<file path="src/rtl/core/scj_pkg.sv">
// ----------------------------------------------------------------------------
// scj_pkg
// shared types and constants of the seeded cone jet clustering block
// ----------------------------------------------------------------------------
`default_nettype none

package scj_pkg;

   // default sizes
   localparam int NUM_PARTICLES_DEF = 16;
   localparam int NUM_JETS_OUT_DEF  = 4;
   localparam int EXTRA_JETS_DEF    = 2;

   // field widths
   localparam int PT_W    = 16;
   localparam int SUMPT_W = 15;
   localparam int COORD_W = 10;
   localparam int CNT_W   = 5;
   localparam int DIFF_W  = 11;
   localparam int DNARR_W = 7;
   localparam int DSQ_W   = 21;
   localparam int WSUM_W  = 22;
   localparam int NUM_W   = 17;
   localparam int DEN_W   = 10;
   localparam int INV_W   = 18;
   localparam int WORD_W  = PT_W + 2 * COORD_W;

   // reciprocal: 2^RECIP_SHIFT / den, zero for den up to DEN_MIN
   localparam int RECIP_SHIFT = 22;
   localparam int DEN_MIN     = 16;

   // prescale shifts
   localparam int SHIFT_HI = 5;
   localparam int SHIFT_LO = 2;

   // configuration registers
   localparam int CSR_IDX_W  = 2;
   localparam int CSR_DATA_W = 15;
   localparam int RADIUS_W   = 12;
   localparam int LIMIT_W    = 9;

   localparam logic [CSR_IDX_W-1:0] CSR_CONE_RADIUS_SQ = 2'd0;
   localparam logic [CSR_IDX_W-1:0] CSR_JET_PT_CUT     = 2'd1;
   localparam logic [CSR_IDX_W-1:0] CSR_FIDUCIAL_LIMIT = 2'd2;

   localparam logic [RADIUS_W-1:0] RADIUS_RESET = 12'd1600;
   localparam logic [SUMPT_W-1:0]  PT_CUT_RESET = 15'd40;
   localparam logic [LIMIT_W-1:0]  LIMIT_RESET  = 9'd250;

   // one jet
   typedef struct packed {
      logic        [SUMPT_W-1:0] pt;
      logic signed [COORD_W-1:0] eta;
      logic signed [COORD_W-1:0] phi;
      logic        [CNT_W-1:0]   cnt;
   } jet_type;

endpackage

`default_nettype wire

</file>
<file path="src/rtl/core/seeded_cone_jet_clustering.sv">
// ----------------------------------------------------------------------------
// seeded_cone_jet_clustering
// seeded cone jet finder over one event of stored particles
// ----------------------------------------------------------------------------
// Each request transaction loads one particle into the next slot of the
// particle ram. The transaction that fills the last slot starts
// clustering, and no particle is taken until the jets have gone out.
// A pass streams its live particles (NUM_PARTICLES - pass) through a three
// stage pipeline off the ram's read port and writes them back with the pt
// of the particles in the cone cleared and the last live slot emptied. It
// then prescales, starts the 23 step reciprocal divider, waits on it, does
// the centroid multiply, and ends with the keep test and the sort. The
// seed of the first pass is tracked while loading and later seeds while
// scanning. The NUM_JETS_OUT jets then leave as response transactions,
// best pt first, with jet_last on the final one. The divider and the
// particle scan of every pass take most of the time of an event.
// ----------------------------------------------------------------------------
`default_nettype none

module seeded_cone_jet_clustering #(
   parameter int NUM_PARTICLES = scj_pkg::NUM_PARTICLES_DEF,
   parameter int NUM_JETS_OUT  = scj_pkg::NUM_JETS_OUT_DEF,
   parameter int EXTRA_JETS    = scj_pkg::EXTRA_JETS_DEF
) (
   input  wire logic                                clock,
   input  wire logic                                reset,
   input  wire logic                                req_valid,
   output logic                                     req_ready,
   input  wire logic        [scj_pkg::PT_W-1:0]     req_part_pt,
   input  wire logic signed [scj_pkg::COORD_W-1:0]  req_part_eta,
   input  wire logic signed [scj_pkg::COORD_W-1:0]  req_part_phi,
   output logic                                     rsp_valid,
   input  wire logic                                rsp_ready,
   output logic             [scj_pkg::SUMPT_W-1:0]  rsp_jet_pt,
   output logic signed      [scj_pkg::COORD_W-1:0]  rsp_jet_eta,
   output logic signed      [scj_pkg::COORD_W-1:0]  rsp_jet_phi,
   output logic             [scj_pkg::CNT_W-1:0]    rsp_jet_count,
   output logic                                     rsp_jet_last,
   input  wire logic                                csr_valid,
   output logic                                     csr_ready,
   input  wire logic        [scj_pkg::CSR_IDX_W-1:0]  csr_index,
   input  wire logic        [scj_pkg::CSR_DATA_W-1:0] csr_wdata
);

   localparam int NUM_PASSES = NUM_JETS_OUT + EXTRA_JETS;
   localparam int IW = $clog2(NUM_PARTICLES);
   localparam int LW = $clog2(NUM_PARTICLES + 1);
   localparam int PW = $clog2(NUM_PASSES + 1);
   localparam int KW = (NUM_JETS_OUT > 1) ? $clog2(NUM_JETS_OUT) : 1;
   localparam int CW = scj_pkg::COORD_W;
   localparam int SPW = scj_pkg::SUMPT_W;
   localparam int WSW = scj_pkg::WSUM_W;

   typedef enum logic [2:0] {
      ST_LOAD, ST_SCAN, ST_PRESCALE, ST_DIVSTART, ST_DIVWAIT, ST_MULT,
      ST_FINISH, ST_EMIT
   } state_type;

   state_type state_ff;

   // configuration registers
   logic [scj_pkg::RADIUS_W-1:0] radius_ff;
   logic [SPW-1:0]               pt_cut_ff;
   logic [scj_pkg::LIMIT_W-1:0]  limit_ff;

   assign csr_ready = 1'b1;

   always_ff @(posedge clock) begin
      if (reset) begin
         radius_ff <= scj_pkg::RADIUS_RESET;
         pt_cut_ff <= scj_pkg::PT_CUT_RESET;
         limit_ff  <= scj_pkg::LIMIT_RESET;
      end else if (csr_valid) begin
         case (csr_index)
            scj_pkg::CSR_CONE_RADIUS_SQ: radius_ff <= csr_wdata[scj_pkg::RADIUS_W-1:0];
            scj_pkg::CSR_JET_PT_CUT:     pt_cut_ff <= csr_wdata;
            scj_pkg::CSR_FIDUCIAL_LIMIT: limit_ff  <= csr_wdata[scj_pkg::LIMIT_W-1:0];
            default: ;
         endcase
      end
   end

   // control
   logic          req_acc;
   logic          load_done;
   logic          last_pass;
   logic          scan_init;
   logic [IW-1:0] slot_ff;
   logic [LW-1:0] lim_ff;
   logic [LW-1:0] lim_next;
   logic [LW-1:0] start_idx;
   logic [PW-1:0] pass_ff;
   logic [KW-1:0] emit_ff;
   logic          issuing_ff;
   logic [IW-1:0] iss_ff;
   logic          issue_last;
   logic          recip_done;
   logic          scan_end;

   assign req_ready  = (state_ff == ST_LOAD);
   assign req_acc    = req_valid && req_ready;
   assign load_done  = req_acc && (slot_ff == IW'(NUM_PARTICLES - 1));
   assign last_pass  = (pass_ff == PW'(NUM_PASSES - 1));
   assign lim_next   = (lim_ff == '0) ? '0 : lim_ff - 1'b1;
   assign start_idx  = lim_next;
   assign issue_last = (LW'(iss_ff) == lim_ff - 1'b1);
   assign scan_init  = load_done || (state_ff == ST_FINISH && !last_pass);

   // state machine
   always_ff @(posedge clock) begin
      if (reset) begin
         state_ff   <= ST_LOAD;
         slot_ff    <= '0;
         lim_ff     <= LW'(NUM_PARTICLES);
         pass_ff    <= '0;
         emit_ff    <= '0;
         issuing_ff <= 1'b0;
         iss_ff     <= '0;
      end else begin
         if (issuing_ff) begin
            iss_ff <= iss_ff + 1'b1;
            if (issue_last) begin
               issuing_ff <= 1'b0;
            end
         end
         case (state_ff)
            ST_LOAD: begin
               if (req_acc) begin
                  slot_ff <= load_done ? '0 : slot_ff + 1'b1;
               end
               if (load_done) begin
                  state_ff   <= ST_SCAN;
                  lim_ff     <= LW'(NUM_PARTICLES);
                  pass_ff    <= '0;
                  issuing_ff <= 1'b1;
                  iss_ff     <= '0;
               end
            end
            ST_SCAN: begin
               if (scan_end) begin
                  state_ff <= ST_PRESCALE;
               end
            end
            ST_PRESCALE: state_ff <= ST_DIVSTART;
            ST_DIVSTART: state_ff <= ST_DIVWAIT;
            ST_DIVWAIT: begin
               if (recip_done) begin
                  state_ff <= ST_MULT;
               end
            end
            ST_MULT: state_ff <= ST_FINISH;
            ST_FINISH: begin
               if (last_pass) begin
                  state_ff <= ST_EMIT;
                  emit_ff  <= '0;
               end else begin
                  pass_ff <= pass_ff + 1'b1;
                  lim_ff  <= lim_next;
                  iss_ff  <= '0;
                  if (lim_next == '0) begin
                     state_ff <= ST_PRESCALE;
                  end else begin
                     state_ff   <= ST_SCAN;
                     issuing_ff <= 1'b1;
                  end
               end
            end
            ST_EMIT: begin
               if (rsp_ready) begin
                  if (emit_ff == KW'(NUM_JETS_OUT - 1)) begin
                     state_ff <= ST_LOAD;
                  end else begin
                     emit_ff <= emit_ff + 1'b1;
                  end
               end
            end
            default: state_ff <= ST_LOAD;
         endcase
      end
   end

   // particle ram: {pt, eta, phi}
   logic                        wr_en;
   logic [IW-1:0]               wr_addr;
   logic [scj_pkg::WORD_W-1:0]  wr_data;
   logic [scj_pkg::WORD_W-1:0]  rd_data;
   logic [scj_pkg::WORD_W-1:0]  back_data;

   scj_ram #(
      .WIDTH (scj_pkg::WORD_W),
      .DEPTH (NUM_PARTICLES)
   ) u_ram (
      .clock   (clock),
      .wr_en   (wr_en),
      .wr_addr (wr_addr),
      .wr_data (wr_data),
      .rd_en   (issuing_ff),
      .rd_addr (iss_ff),
      .rd_data (rd_data)
   );

   // seed tracking while loading
   logic [scj_pkg::PT_W-1:0] lb_pt_ff;
   logic signed [CW-1:0]     lb_eta_ff;
   logic signed [CW-1:0]     lb_phi_ff;
   logic                     lb_take;

   assign lb_take = (slot_ff == '0) || (req_part_pt > lb_pt_ff);

   always_ff @(posedge clock) begin
      if (req_acc && lb_take) begin
         lb_pt_ff  <= req_part_pt;
         lb_eta_ff <= req_part_eta;
         lb_phi_ff <= req_part_phi;
      end
   end

   // scan pipeline stage a: ram data
   logic          va_ff, la_ff;
   logic [IW-1:0] ia_ff;
   // stage b: differences
   logic                        vb_ff, lb_ff;
   logic [IW-1:0]               ib_ff;
   logic [scj_pkg::PT_W-1:0]    ptb_ff;
   logic signed [CW-1:0]        etab_ff, phib_ff;
   logic signed [scj_pkg::DIFF_W-1:0] deb_ff, dpb_ff;
   // stage c: squares and weighted offsets
   logic                        vc_ff, lc_ff;
   logic [IW-1:0]               ic_ff;
   logic [scj_pkg::PT_W-1:0]    ptc_ff;
   logic signed [CW-1:0]        etac_ff, phic_ff;
   logic [scj_pkg::DSQ_W-1:0]   dsqe_ff, dsqp_ff;
   logic [WSW-1:0]              pe_ff, pp_ff;

   logic signed [CW-1:0] seed_eta_ff, seed_phi_ff;
   logic signed [scj_pkg::PT_W-1:0] rd_pt_s;
   logic signed [CW-1:0]            rd_eta, rd_phi;
   logic signed [2*scj_pkg::DIFF_W-1:0] sq_e, sq_p;
   logic signed [scj_pkg::PT_W+scj_pkg::DNARR_W-1:0] wp_e, wp_p;

   always_comb begin
      rd_pt_s = $signed({1'b0, ptb_ff[SPW-1:0]});
      rd_eta  = rd_data[2*CW-1:CW];
      rd_phi  = rd_data[CW-1:0];
      sq_e    = deb_ff * deb_ff;
      sq_p    = dpb_ff * dpb_ff;
      wp_e    = rd_pt_s * $signed(deb_ff[scj_pkg::DNARR_W-1:0]);
      wp_p    = rd_pt_s * $signed(dpb_ff[scj_pkg::DNARR_W-1:0]);
   end

   always_ff @(posedge clock) begin
      if (reset) begin
         va_ff <= 1'b0;
         vb_ff <= 1'b0;
         vc_ff <= 1'b0;
      end else begin
         va_ff <= issuing_ff;
         vb_ff <= va_ff;
         vc_ff <= vb_ff;
      end
   end

   always_ff @(posedge clock) begin
      ia_ff   <= iss_ff;
      la_ff   <= issue_last;
      ib_ff   <= ia_ff;
      lb_ff   <= la_ff;
      ptb_ff  <= rd_data[scj_pkg::WORD_W-1:2*CW];
      etab_ff <= rd_eta;
      phib_ff <= rd_phi;
      deb_ff  <= {rd_eta[CW-1], rd_eta} - {seed_eta_ff[CW-1], seed_eta_ff};
      dpb_ff  <= {rd_phi[CW-1], rd_phi} - {seed_phi_ff[CW-1], seed_phi_ff};
      ic_ff   <= ib_ff;
      lc_ff   <= lb_ff;
      ptc_ff  <= ptb_ff;
      etac_ff <= etab_ff;
      phic_ff <= phib_ff;
      dsqe_ff <= sq_e[scj_pkg::DSQ_W-1:0];
      dsqp_ff <= sq_p[scj_pkg::DSQ_W-1:0];
      pe_ff   <= wp_e[WSW-1:0];
      pp_ff   <= wp_p[WSW-1:0];
   end

   // stage c: cone test, sums, write back and next seed
   logic [SPW-1:0]           spt_ff;
   logic [WSW-1:0]           se_ff, sp_ff;
   logic [scj_pkg::CNT_W-1:0] cnt_ff;
   logic [scj_pkg::PT_W-1:0] nb_pt_ff;
   logic signed [CW-1:0]     nb_eta_ff, nb_phi_ff;
   logic                     in_cone;
   logic                     tail;
   logic                     below;
   logic [SPW-1:0]           mp;
   logic [scj_pkg::PT_W-1:0] new_pt;

   always_comb begin
      in_cone  = ({1'b0, dsqe_ff} + {1'b0, dsqp_ff}) < (scj_pkg::DSQ_W+1)'(radius_ff);
      mp       = in_cone ? ptc_ff[SPW-1:0] : '0;
      tail     = (LW'(ic_ff) >= start_idx);
      below    = !tail;
      new_pt   = (in_cone || tail) ? '0 : ptc_ff;
      scan_end = vc_ff && lc_ff;
      back_data = {new_pt, tail ? '0 : etac_ff, tail ? '0 : phic_ff};
      wr_en    = req_acc || vc_ff;
      wr_addr  = req_acc ? slot_ff : ic_ff;
      wr_data  = req_acc ? {req_part_pt, req_part_eta, req_part_phi} : back_data;
   end

   always_ff @(posedge clock) begin
      if (scan_init) begin
         spt_ff    <= '0;
         se_ff     <= '0;
         sp_ff     <= '0;
         cnt_ff    <= '0;
         nb_pt_ff  <= '0;
         nb_eta_ff <= '0;
         nb_phi_ff <= '0;
      end else if (vc_ff) begin
         spt_ff <= spt_ff + mp;
         se_ff  <= se_ff + (in_cone ? pe_ff : '0);
         sp_ff  <= sp_ff + (in_cone ? pp_ff : '0);
         if (mp != '0) begin
            cnt_ff <= cnt_ff + 1'b1;
         end
         if (below && (ic_ff == '0 || new_pt > nb_pt_ff)) begin
            nb_pt_ff  <= new_pt;
            nb_eta_ff <= etac_ff;
            nb_phi_ff <= phic_ff;
         end
      end
   end

   // seed of the current pass
   always_ff @(posedge clock) begin
      if (load_done) begin
         seed_eta_ff <= lb_take ? req_part_eta : lb_eta_ff;
         seed_phi_ff <= lb_take ? req_part_phi : lb_phi_ff;
      end else if (state_ff == ST_FINISH) begin
         seed_eta_ff <= nb_eta_ff;
         seed_phi_ff <= nb_phi_ff;
      end
   end

   // prescale of denominator and numerators
   logic [scj_pkg::DEN_W-1:0]        den_ff;
   logic signed [scj_pkg::NUM_W-1:0] ne_ff, np_ff;
   logic [2:0]                       sh;
   logic [SPW-1:0]                   den_full;
   logic signed [WSW-1:0]            ne_full, np_full;

   always_comb begin
      if (spt_ff[14:12] != '0) begin
         sh = 3'(scj_pkg::SHIFT_HI);
      end else if (spt_ff[11:10] != '0) begin
         sh = 3'(scj_pkg::SHIFT_LO);
      end else begin
         sh = '0;
      end
      den_full = spt_ff >> sh;
      ne_full  = $signed(se_ff) >>> sh;
      np_full  = $signed(sp_ff) >>> sh;
   end

   always_ff @(posedge clock) begin
      if (state_ff == ST_PRESCALE) begin
         den_ff <= den_full[scj_pkg::DEN_W-1:0];
         ne_ff  <= ne_full[scj_pkg::NUM_W-1:0];
         np_ff  <= np_full[scj_pkg::NUM_W-1:0];
      end
   end

   // reciprocal
   logic [scj_pkg::INV_W-1:0] inv;

   scj_recip u_recip (
      .clock (clock),
      .reset (reset),
      .start (state_ff == ST_DIVSTART),
      .den   (den_ff),
      .done  (recip_done),
      .quot  (inv)
   );

   // centroid offsets
   localparam int PRODW = scj_pkg::NUM_W + scj_pkg::INV_W + 1;
   logic signed [PRODW-1:0] prod_e_ff, prod_p_ff;

   always_ff @(posedge clock) begin
      if (state_ff == ST_MULT) begin
         prod_e_ff <= ne_ff * $signed({1'b0, inv});
         prod_p_ff <= np_ff * $signed({1'b0, inv});
      end
   end

   // centroid and keep test
   scj_pkg::jet_type      cand;
   logic signed [CW-1:0]  jet_eta, jet_phi;
   logic signed [CW:0]    lim_pos, lim_neg;
   logic                  keep;

   always_comb begin
      jet_eta = seed_eta_ff + prod_e_ff[scj_pkg::RECIP_SHIFT+CW-1:scj_pkg::RECIP_SHIFT];
      jet_phi = seed_phi_ff + prod_p_ff[scj_pkg::RECIP_SHIFT+CW-1:scj_pkg::RECIP_SHIFT];
      lim_pos = $signed({2'b00, limit_ff});
      lim_neg = -lim_pos;
      keep = (spt_ff >= pt_cut_ff)
          && ($signed({jet_eta[CW-1], jet_eta}) >= lim_neg)
          && ($signed({jet_eta[CW-1], jet_eta}) <= lim_pos)
          && ($signed({jet_phi[CW-1], jet_phi}) >= lim_neg)
          && ($signed({jet_phi[CW-1], jet_phi}) <= lim_pos);
      cand = '0;
      if (keep) begin
         cand.pt  = spt_ff;
         cand.eta = jet_eta;
         cand.phi = jet_phi;
         cand.cnt = cnt_ff;
      end
   end

   // top list and responses
   scj_pkg::jet_type out_jet;

   scj_sort #(
      .NUM_JETS_OUT (NUM_JETS_OUT),
      .KW           (KW)
   ) u_sort (
      .clock      (clock),
      .clear      (load_done),
      .cand_valid (state_ff == ST_FINISH),
      .cand       (cand),
      .rd_idx     (emit_ff),
      .rd_jet     (out_jet)
   );

   assign rsp_valid     = (state_ff == ST_EMIT);
   assign rsp_jet_pt    = out_jet.pt;
   assign rsp_jet_eta   = out_jet.eta;
   assign rsp_jet_phi   = out_jet.phi;
   assign rsp_jet_count = out_jet.cnt;
   assign rsp_jet_last  = (emit_ff == KW'(NUM_JETS_OUT - 1));

`ifndef SYNTHESIS
   a_no_load_while_emit : assert property (@(posedge clock) disable iff (reset)
      req_ready |-> !rsp_valid) else $error("particle taken while jets pending");

   a_pass_range : assert property (@(posedge clock) disable iff (reset)
      pass_ff <= PW'(NUM_PASSES - 1)) else $error("pass count overrun");

   a_scan_in_scan : assert property (@(posedge clock) disable iff (reset)
      vc_ff |-> state_ff == ST_SCAN) else $error("scan write back outside scan");

   a_back_to_load : assert property (@(posedge clock) disable iff (reset)
      rsp_valid && rsp_ready && rsp_jet_last |=> req_ready)
      else $error("no return to loading after last jet");
`endif

endmodule

`default_nettype wire

</file>
<file path="src/rtl/core/scj_ram.sv">
// ----------------------------------------------------------------------------
// scj_ram
// generic simple dual port ram, one write and one registered read port
// ----------------------------------------------------------------------------
`default_nettype none

module scj_ram #(
   parameter int WIDTH = 8,
   parameter int DEPTH = 16
) (
   input  wire logic                     clock,
   input  wire logic                     wr_en,
   input  wire logic [$clog2(DEPTH)-1:0] wr_addr,
   input  wire logic [WIDTH-1:0]         wr_data,
   input  wire logic                     rd_en,
   input  wire logic [$clog2(DEPTH)-1:0] rd_addr,
   output logic      [WIDTH-1:0]         rd_data
);

   logic [WIDTH-1:0] mem [DEPTH];

   // write and registered read
   always_ff @(posedge clock) begin
      if (wr_en) begin
         mem[wr_addr] <= wr_data;
      end
      if (rd_en) begin
         rd_data <= mem[rd_addr];
      end
   end

endmodule

`default_nettype wire

</file>
<file path="src/rtl/core/scj_recip.sv">
// ----------------------------------------------------------------------------
// scj_recip
// restoring divider, one quotient bit a cycle, for 2^22 / den
// ----------------------------------------------------------------------------
`default_nettype none

module scj_recip (
   input  wire logic                            clock,
   input  wire logic                            reset,
   input  wire logic                            start,
   input  wire logic [scj_pkg::DEN_W-1:0]       den,
   output logic                                 done,
   output logic      [scj_pkg::INV_W-1:0]       quot
);

   localparam int SW = $clog2(scj_pkg::RECIP_SHIFT + 1);

   logic                        busy_ff;
   logic                        done_ff;
   logic [SW-1:0]               step_ff;
   logic [scj_pkg::DEN_W-1:0]   rem_ff;
   logic [scj_pkg::DEN_W-1:0]   den_ff;
   logic [scj_pkg::INV_W-1:0]   q_ff;
   logic [scj_pkg::DEN_W:0]     shifted;
   logic [scj_pkg::DEN_W:0]     diff;
   logic                        ge;

   // one restoring step; the only set dividend bit is the top one
   always_comb begin
      shifted = {rem_ff, (step_ff == SW'(scj_pkg::RECIP_SHIFT))};
      ge      = shifted >= {1'b0, den_ff};
      diff    = shifted - {1'b0, den_ff};
   end

   // control
   always_ff @(posedge clock) begin
      if (reset) begin
         busy_ff <= 1'b0;
         done_ff <= 1'b0;
      end else begin
         done_ff <= 1'b0;
         if (start) begin
            busy_ff <= 1'b1;
         end else if (busy_ff && step_ff == '0) begin
            busy_ff <= 1'b0;
            done_ff <= 1'b1;
         end
      end
   end

   // datapath
   always_ff @(posedge clock) begin
      if (start) begin
         step_ff <= SW'(scj_pkg::RECIP_SHIFT);
         rem_ff  <= '0;
         q_ff    <= '0;
         den_ff  <= den;
      end else if (busy_ff) begin
         step_ff <= step_ff - 1'b1;
         rem_ff  <= ge ? diff[scj_pkg::DEN_W-1:0] : shifted[scj_pkg::DEN_W-1:0];
         q_ff    <= {q_ff[scj_pkg::INV_W-2:0], ge};
      end
   end

   assign done = done_ff;
   assign quot = (den_ff > scj_pkg::DEN_W'(scj_pkg::DEN_MIN)) ? q_ff : '0;

endmodule

`default_nettype wire

</file>
<file path="src/rtl/core/scj_sort.sv">
// ----------------------------------------------------------------------------
// scj_sort
// top list of jets kept by descending pt, insertion of one candidate a pass
// ----------------------------------------------------------------------------
`default_nettype none

module scj_sort #(
   parameter int NUM_JETS_OUT = scj_pkg::NUM_JETS_OUT_DEF,
   parameter int KW           = (NUM_JETS_OUT > 1) ? $clog2(NUM_JETS_OUT) : 1
) (
   input  wire logic             clock,
   input  wire logic             clear,
   input  wire logic             cand_valid,
   input  wire scj_pkg::jet_type cand,
   input  wire logic [KW-1:0]    rd_idx,
   output scj_pkg::jet_type      rd_jet
);

   scj_pkg::jet_type top_ff [NUM_JETS_OUT];
   scj_pkg::jet_type top_in [NUM_JETS_OUT];

   // every slot decides from the old list at once
   always_comb begin
      for (int o = 0; o < NUM_JETS_OUT; o++) begin
         top_in[o] = top_ff[o];
         if (top_ff[o].pt <= cand.pt) begin
            if (o == 0) begin
               top_in[o] = cand;
            end else if (top_ff[o-1].pt > cand.pt) begin
               top_in[o] = cand;
            end else begin
               top_in[o] = top_ff[o-1];
            end
         end
      end
   end

   // list update
   always_ff @(posedge clock) begin
      for (int o = 0; o < NUM_JETS_OUT; o++) begin
         if (clear) begin
            top_ff[o] <= '0;
         end else if (cand_valid) begin
            top_ff[o] <= top_in[o];
         end
      end
   end

   assign rd_jet = top_ff[rd_idx];

endmodule

`default_nettype wire
</file>
<file path="config.mk">
export PLATFORM = sky130hd
export DESIGN_NAME = seeded_cone_jet_clustering
export DESIGN_NICKNAME = d
export VERILOG_FILES = /design/src/rtl/core/scj_pkg.sv /design/src/rtl/core/seeded_cone_jet_clustering.sv /design/src/rtl/core/scj_ram.sv /design/src/rtl/core/scj_recip.sv /design/src/rtl/core/scj_sort.sv
export SDC_FILE = /design/constraint.sdc
export NUM_CORES = 2
export LEC_CHECK = 0
export ABC_CLOCK_PERIOD_IN_PS = 13100
export BUFFER_PORTS_ARGS = -buffer_cell sky130_fd_sc_hd__buf_4
export CAP_MARGIN = 15
export CORE_MARGIN = 2
export CORE_UTILIZATION = 58
export CTS_CLUSTER_DIAMETER = 40
export DETAILED_ROUTE_END_ITERATION = 6
export PLACE_DENSITY = 0.74
export SYNTH_ARGS = -nofsm -noshare
export SYNTH_HDL_FRONTEND = slang
export SYNTH_SLANG_ARGS = --single-unit
</file>
<file path="constraint.sdc">
create_clock -name clock -period 13.1 [get_ports clock]
set_input_delay 1.31 -clock clock [delete_from_list [all_inputs] [get_ports clock]]
set_output_delay 1.31 -clock clock [all_outputs]
set_load 0.05 [all_outputs]
</file>
# Yosys cells after proc, flatten, opt, wreduce, memory -nomap -nowiden
# Memory sizes are Yosys's and may differ from the RTL's. A register that Yosys moved wholly into a read port is not among the register bits.
# Cells that the tools add are included.
[op_classes] n_mux=72 magnitude_cmp=18 addsub=17 mul=6 shift=3 reduce_logical=42 n_eq_ne=22 n_bitwise=4
[op_table] op="40-bit two-way mux" n=12
[op_table] op="10-bit two-way mux" n=9
[op_table] op="17-bit by 19-bit multiplier with 32-bit output" n=2
[op_table] op="15-bit <= comparator" n=4
[op_table] op="15-bit > comparator" n=3
[op_table] op="22-bit adder" n=2
[op_table] op="16-bit by 7-bit multiplier with 22-bit output" n=2
[op_table] op="22-bit two-way mux" n=2
[op_table] op="22-bit by 3-bit >>> shifter with 17-bit output" n=2
[op_table] op="11-bit by 11-bit multiplier with 21-bit output" n=2
[op_table] op="36-bit two-way mux" n=1
[op_table] op="16-bit > comparator" n=2
[op_table] op="3-bit two-way mux" n=9
[op_table] op="3-bit one-hot mux with 8 select lines" n=1
[op_table] op="21-bit by 21-bit adder with 22-bit output" n=1
[op_table] op="10-bit by 11-bit >= comparator with 1-bit output" n=2
[op_table] op="22-bit by 12-bit < comparator with 1-bit output" n=1
[op_table] op="10-bit by 10-bit subtractor with 11-bit output" n=2
[op_table] op="10-bit adder" n=2
[op_table] op="10-bit <= comparator" n=2
[op_table] op="4-bit two-way mux" n=5
[op_table] op="18-bit two-way mux" n=1
[op_table] op="16-bit two-way mux" n=1
[op_table] op="15-bit adder" n=1
[op_table] op="47 further kinds" n=113
[word_totals] output_inout_bits=44 register_bits=565 wordCells=240 mem_bits_rw=736 n_memories=2
[mem_list] name="u_ram.mem" depth=16 width=36 read_ports=1 rd_clocked_by_memory_dff=1 write_ports=1 line="scj_ram.sv:20" text="logic [WIDTH-1:0] mem [DEPTH];"
[mem_list] name="u_sort.top_ff" depth=4 width=40 read_ports=5 rd_clocked_by_memory_dff=1 write_ports=4 line="scj_sort.sv:19" text="scj_pkg::jet_type top_ff [NUM_JETS_OUT];"

# Depth between registers and ports, before layout
[depth] ltp_word=11 depth_mapped=33

# Cells and area by module
# A second synthesis with hierarchy kept.
[hier_totals] cells_unflattened=8144 hier_area_um2=91161.2
[by_module_without_submodules] mod="seeded_cone_jet_clustering" area_per_inst_um2=56420.4 instances=1 cells_each=6144
[by_module_without_submodules] mod="scj_ram" area_per_inst_um2=22679.3 instances=1 cells_each=938
[by_module_without_submodules] mod="scj_sort" area_per_inst_um2=9723.1 instances=1 cells_each=826
[by_module_without_submodules] mod="scj_recip" area_per_inst_um2=2338.5 instances=1 cells_each=236

# Least setup slack after synthesis
# No wires, ideal clock.
[synth_path] kind="register to register" start="register seed_phi_ff[1] (netlist name)" end="memory u_sort.top_ff[3][0] (netlist name) (enable)" arrival_ns=8.477 n_path_buf=1 path_stages_with_launch=29 setup_ns=0.493 path_slack_ns=4.130 t_required_ns=12.607 cell_sequence="edfxtp_1 ha_1 a21o_1 a21oi_1 o21bai_1 a21oi_1 o21ai_1 a2111oi_0 nor3_1 ha_1 and4_1 a41oi_1 a21boi_0 o211a_1 o21ai_0 a211oi_1 clkbuf_1 nand3_1 ha_1 nor2b_1 o21a_1 o21a_1 o21a_1 o21a_1 o21a_1 o21a_1 o21ai_0 a21oi_1 o21ai_0"
[synth_lines] element="end, declared" line="scj_sort.sv:19"

# Final worst setup path
[layout_path] start="register u_recip.den_ff[2] (netlist name)" end="register prod_e_ff[31] (data pin)"
[layout_between] elab_chain_len=3
[layout_lines] element="start, declared" line="scj_recip.sv:22" text="logic [scj_pkg::DEN_W-1:0] den_ff;"
[layout_lines] element="start signal, assigned" line="scj_recip.sv:57" text="den_ff <= den;"
[layout_lines] element="10-bit by 5-bit > comparator with 1-bit output" line="scj_recip.sv:66" text="assign quot = (den_ff > scj_pkg::DEN_W'(scj_pkg::DEN_MIN)) ? q_ff : '0;"
[layout_lines] element="18-bit two-way mux" line="scj_recip.sv:66"
[layout_lines] element="17-bit by 19-bit multiplier with 32-bit output" line="seeded_cone_jet_clustering.sv:390" text="prod_e_ff <= ne_ff * $signed({1'b0, inv});"
[layout_lines] element="end signal, assigned" line="seeded_cone_jet_clustering.sv:390"
[layout_lines] element="end, declared" line="seeded_cone_jet_clustering.sv:386" text="logic signed [PRODW-1:0] prod_e_ff, prod_p_ff;"
# Every way passes these cells.
# A chain may end at the register's enable or synchronous reset.

==> results by group <==
Synth
  • Synthesized instance count: 8072
  • Top cells by area, synth: edfxtp_1, fa_1, ha_1, dfxtp_1, mux4_2
  • Asr flop ratio synth: 0
  • Leading area contributor after synthesis: edfxtp_1
  • Most frequent cell after synthesis: inv_1
  • Syn Area/Cell: 11.3 sq um
  • Synth Net Count: 9629
  • Synth top area share: 0.297
  • Sequential-to-total area share from yosys stat: 0.383
  • Top cell types by occurrence after synthesis: inv_1, edfxtp_1, fa_1
  • Synth Register Bits: 1293
  • Predominant post-synthesis flop cell: edfxtp_1
  • Yosys warns: 0
  • Cell area after synthesis: 91300 sq um
  • Netlist cell types: 84
  • Number of enable flip-flop cells after synthesis: 902

STA
  • Slew Limit Fails: 0
  • Final worst-path cycle share: 0.746
  • Rel. slew slack: 0.195
  • Worst Tran Pin Value: 1200 ps
  • RSZ-0062 raised after global routing: false
  • Final Worst Setup Slack: 3320 ps
  • Clock Skew: 107 ps
  • Hold_ws: 288 ps
  • Final hold violation count: 0
  • Final setup fails: 0
  • Max Fclk: 102 MHz
  • Minimum clock period: 9780 ps
  • Setup_tns: 0 ps

Flow run
  • Max-Cap Viols: 0

Placed design
  • Dpl cells: 9947
  • Place WS: 3340 ps
  • DP HPWL: 163000 um
  • Gp weighted congestion: 0.942
  • Port Buffers: 100

CTS
  • Post-CTS Resized: 0
  • Cts hold-fix bufs: 0
  • Clock Latency Late Sink: 860 ps
  • Clock transition at path regs: 60 ps
  • CTS Sinks: 1293
  • Number of setup buffers added after CTS: 0
  • CTS tree: built
  • Clock buffer depth: 3
  • CTS Root Cell: clkbuf_16
  • CTS Buf Count: 177
  • CTS H-tree lvls: 4

Global routing
  • Vias in the first global route: 64900
  • Tot GR Track Use: 0.300
  • Largest net degree at the start of global routing: 218
  • Grt ovf: 0
  • Global-route wire length before repair: 373000 um
  • Initial antenna violation count: 7

Worst setup path
  • Max incr delay on CP: 920 ps
  • CP Data Required Time: 13610 ps
  • Buf/Inv on CP: 4
  • Most used cell, CP: fa_1
  • CP Max Fanout: 217
  • Cell class contributing the biggest share of worst-path delay: compound AO/OA/AOI/OAI gates
  • Worst EP arrival: 10280 ps
  • Worst Setup Path Type: flop to flop
  • Critical path startpoint category: flop
  • Slowest CP cell: a2111oi_1
  • Critical Path End Type: flop

Final layout
  • Number of fill cells: 11600
  • Non-filler cells, final: 10300
  • Post-layout net count: 9628
  • Synthesis-to-layout area growth: 10.1%
  • Layout cells sized above 1: 0.105
  • FF/Latch Area: 34900 sq um
  • Area of the multi-input gates: 50600 sq um

Routing
  • DRC errors left: 1
  • Vias per inst: 6.07
  • Final antenna-violating net count: 0
  • DRT Wirelength: 239000 um
  • Drt pass-1 iters: 7
  • Via count: 62500
  • DR WL/cell: 23.2 um
  • Initial DRC Count: 6205

Floorplan
  • Die X: 401 um
  • Core area: 156000 sq um
  • Die ar.: 161000 sq um
  • Initial Utilization: 0.584
  • Row cnt: 145
  • Chip height: 401 um
  • IO Count: 102

Pwr
  • Cell Pwr Density: 99.1 nW/um^2
  • Leakage: 43.2 nW
  • Worst VDD drop: 145 uV
  • Power Total: 9.96 mW

Outcome
  • Failing checks: DRC
  • Outcome: complete, but fails checks

Min path
  • Path type of the worst min-delay path: flop to flop
==> kinds of logic (layout without fill, tap and decap cells) <==
kind of cell | count (synthesis) | in the layout | synth area share
XOR/XNOR | 214 | 214 | 0.0205
AND/OR/NAND/NOR | 2198 | 2198 | 0.121
AO/OA/AOI/OAI | 885 | 885 | 0.0649
adder cells (fa/ha/maj) | 1499 | 1499 | 0.272
other | 1 | 8 | 0.0000411
multiplexers | 384 | 384 | 0.0726
flip-flops | 1293 | 1293 | 0.383
buffers and inverters | 1598 | 1749 | 0.0660
==> layer usage <==
metal,global-route usage,share of wire,vias to the layer above
met4,0.134,0.049,2
met2,0.487,0.47,2977
li1,-,-,27500
met1,0.396,0.39,31500
met3,0.0565,0.089,582
met5,0,0.000054,-
==> worst paths after layout <==
| kind | start | endpoint | slack, ps | depth (start not counted) |
|---|---|---|---|---|
| worst min register to register | ia_ff[1] | ib_ff[1] | 290 | 0 |
| worst max register to register | u_recip.den_ff[2] | prod_e_ff[31] | 3320 | 25 |
| worst min-delay path | ia_ff[1] | ib_ff[1] | 290 | 0 |
| worst max-delay path | u_recip.den_ff[2] | prod_e_ff[31] | 3320 | 25 |
==> power breakdown <==
group / internal [mW] / total [mW] / switching [mW]
combinational: 0.173 / 0.521 / 0.348
sequential: 4.50 / 4.54 / 0.0378
clock: 2.85 / 4.90 / 2.05
==> stage by stage <==
| step | area, sq um | util |
|---|---|---|
| 6_report | 101000 | 0.643 |
| 2_1_floorplan | 91300 | - |
| 3_3_place_gp | 94300 | 0.604 |
| 4_1_cts | 100000 | 0.643 |
| 3_5_place_dp | 94300 | 0.604 |
| 5_1_grt | 100000 | 0.643 |
==> final cells by class <==
class | count | share of cell area
diodes | 7 | 0.000174
clock inverters | 134 | 0.0158
well taps | 2058 | 0.0256
flip-flops and latches | 1293 | 0.348
clock buffers | 197 | 0.0454
multi-input cells | 5181 | 0.503
inverters | 1178 | 0.0440
repair buffers | 240 | 0.0181
==> state kept, by name (all words and copies together) (netlist names), 17 cells and up, named ones only <==
signal	cells
u_ram.mem	576
u_sort.top_ff	160
u_ram.rd_data	36
pe_ff	22
pp_ff	22
se_ff	22
sp_ff	22
dsqe_ff	20
dsqp_ff	20
u_recip.q_ff	18
ne_ff	17
np_ff	17
==> cells in the final DEF (no fill, tap or decap), types with 27 or more instances in the layout <==
| master | netlist | layout |
|---|---|---|
| inv_1 | 1176 | 1176 |
| edfxtp_1 | 902 | 902 |
| fa_1 | 813 | 813 |
| ha_1 | 686 | 686 |
| nand2_1 | 678 | 676 |
| dfxtp_1 | 391 | 383 |
| and3_1 | 324 | 324 |
| and2_1 | 323 | 323 |
| nor2_1 | 332 | 313 |
| buf_4 | 1 | 238 |
| mux4_2 | 220 | 220 |
| a21oi_1 | 203 | 203 |
| clkbuf_16 | 0 | 178 |
| o21ai_0 | 175 | 170 |
| nand3_1 | 155 | 154 |
| xnor2_1 | 150 | 150 |
| mux2i_1 | 142 | 142 |
| o31ai_1 | 114 | 114 |
| a21o_1 | 88 | 88 |
| nor2b_1 | 73 | 73 |
| nor3_1 | 70 | 69 |
| xor2_1 | 64 | 64 |
| nand2b_1 | 58 | 58 |
| o21a_1 | 57 | 57 |
| nand4_1 | 56 | 56 |
| a31oi_1 | 48 | 46 |
| a32o_1 | 40 | 40 |
| nor3b_1 | 34 | 31 |
| inv_6 | 0 | 27 |
Power figures use the tool's default switching activity.
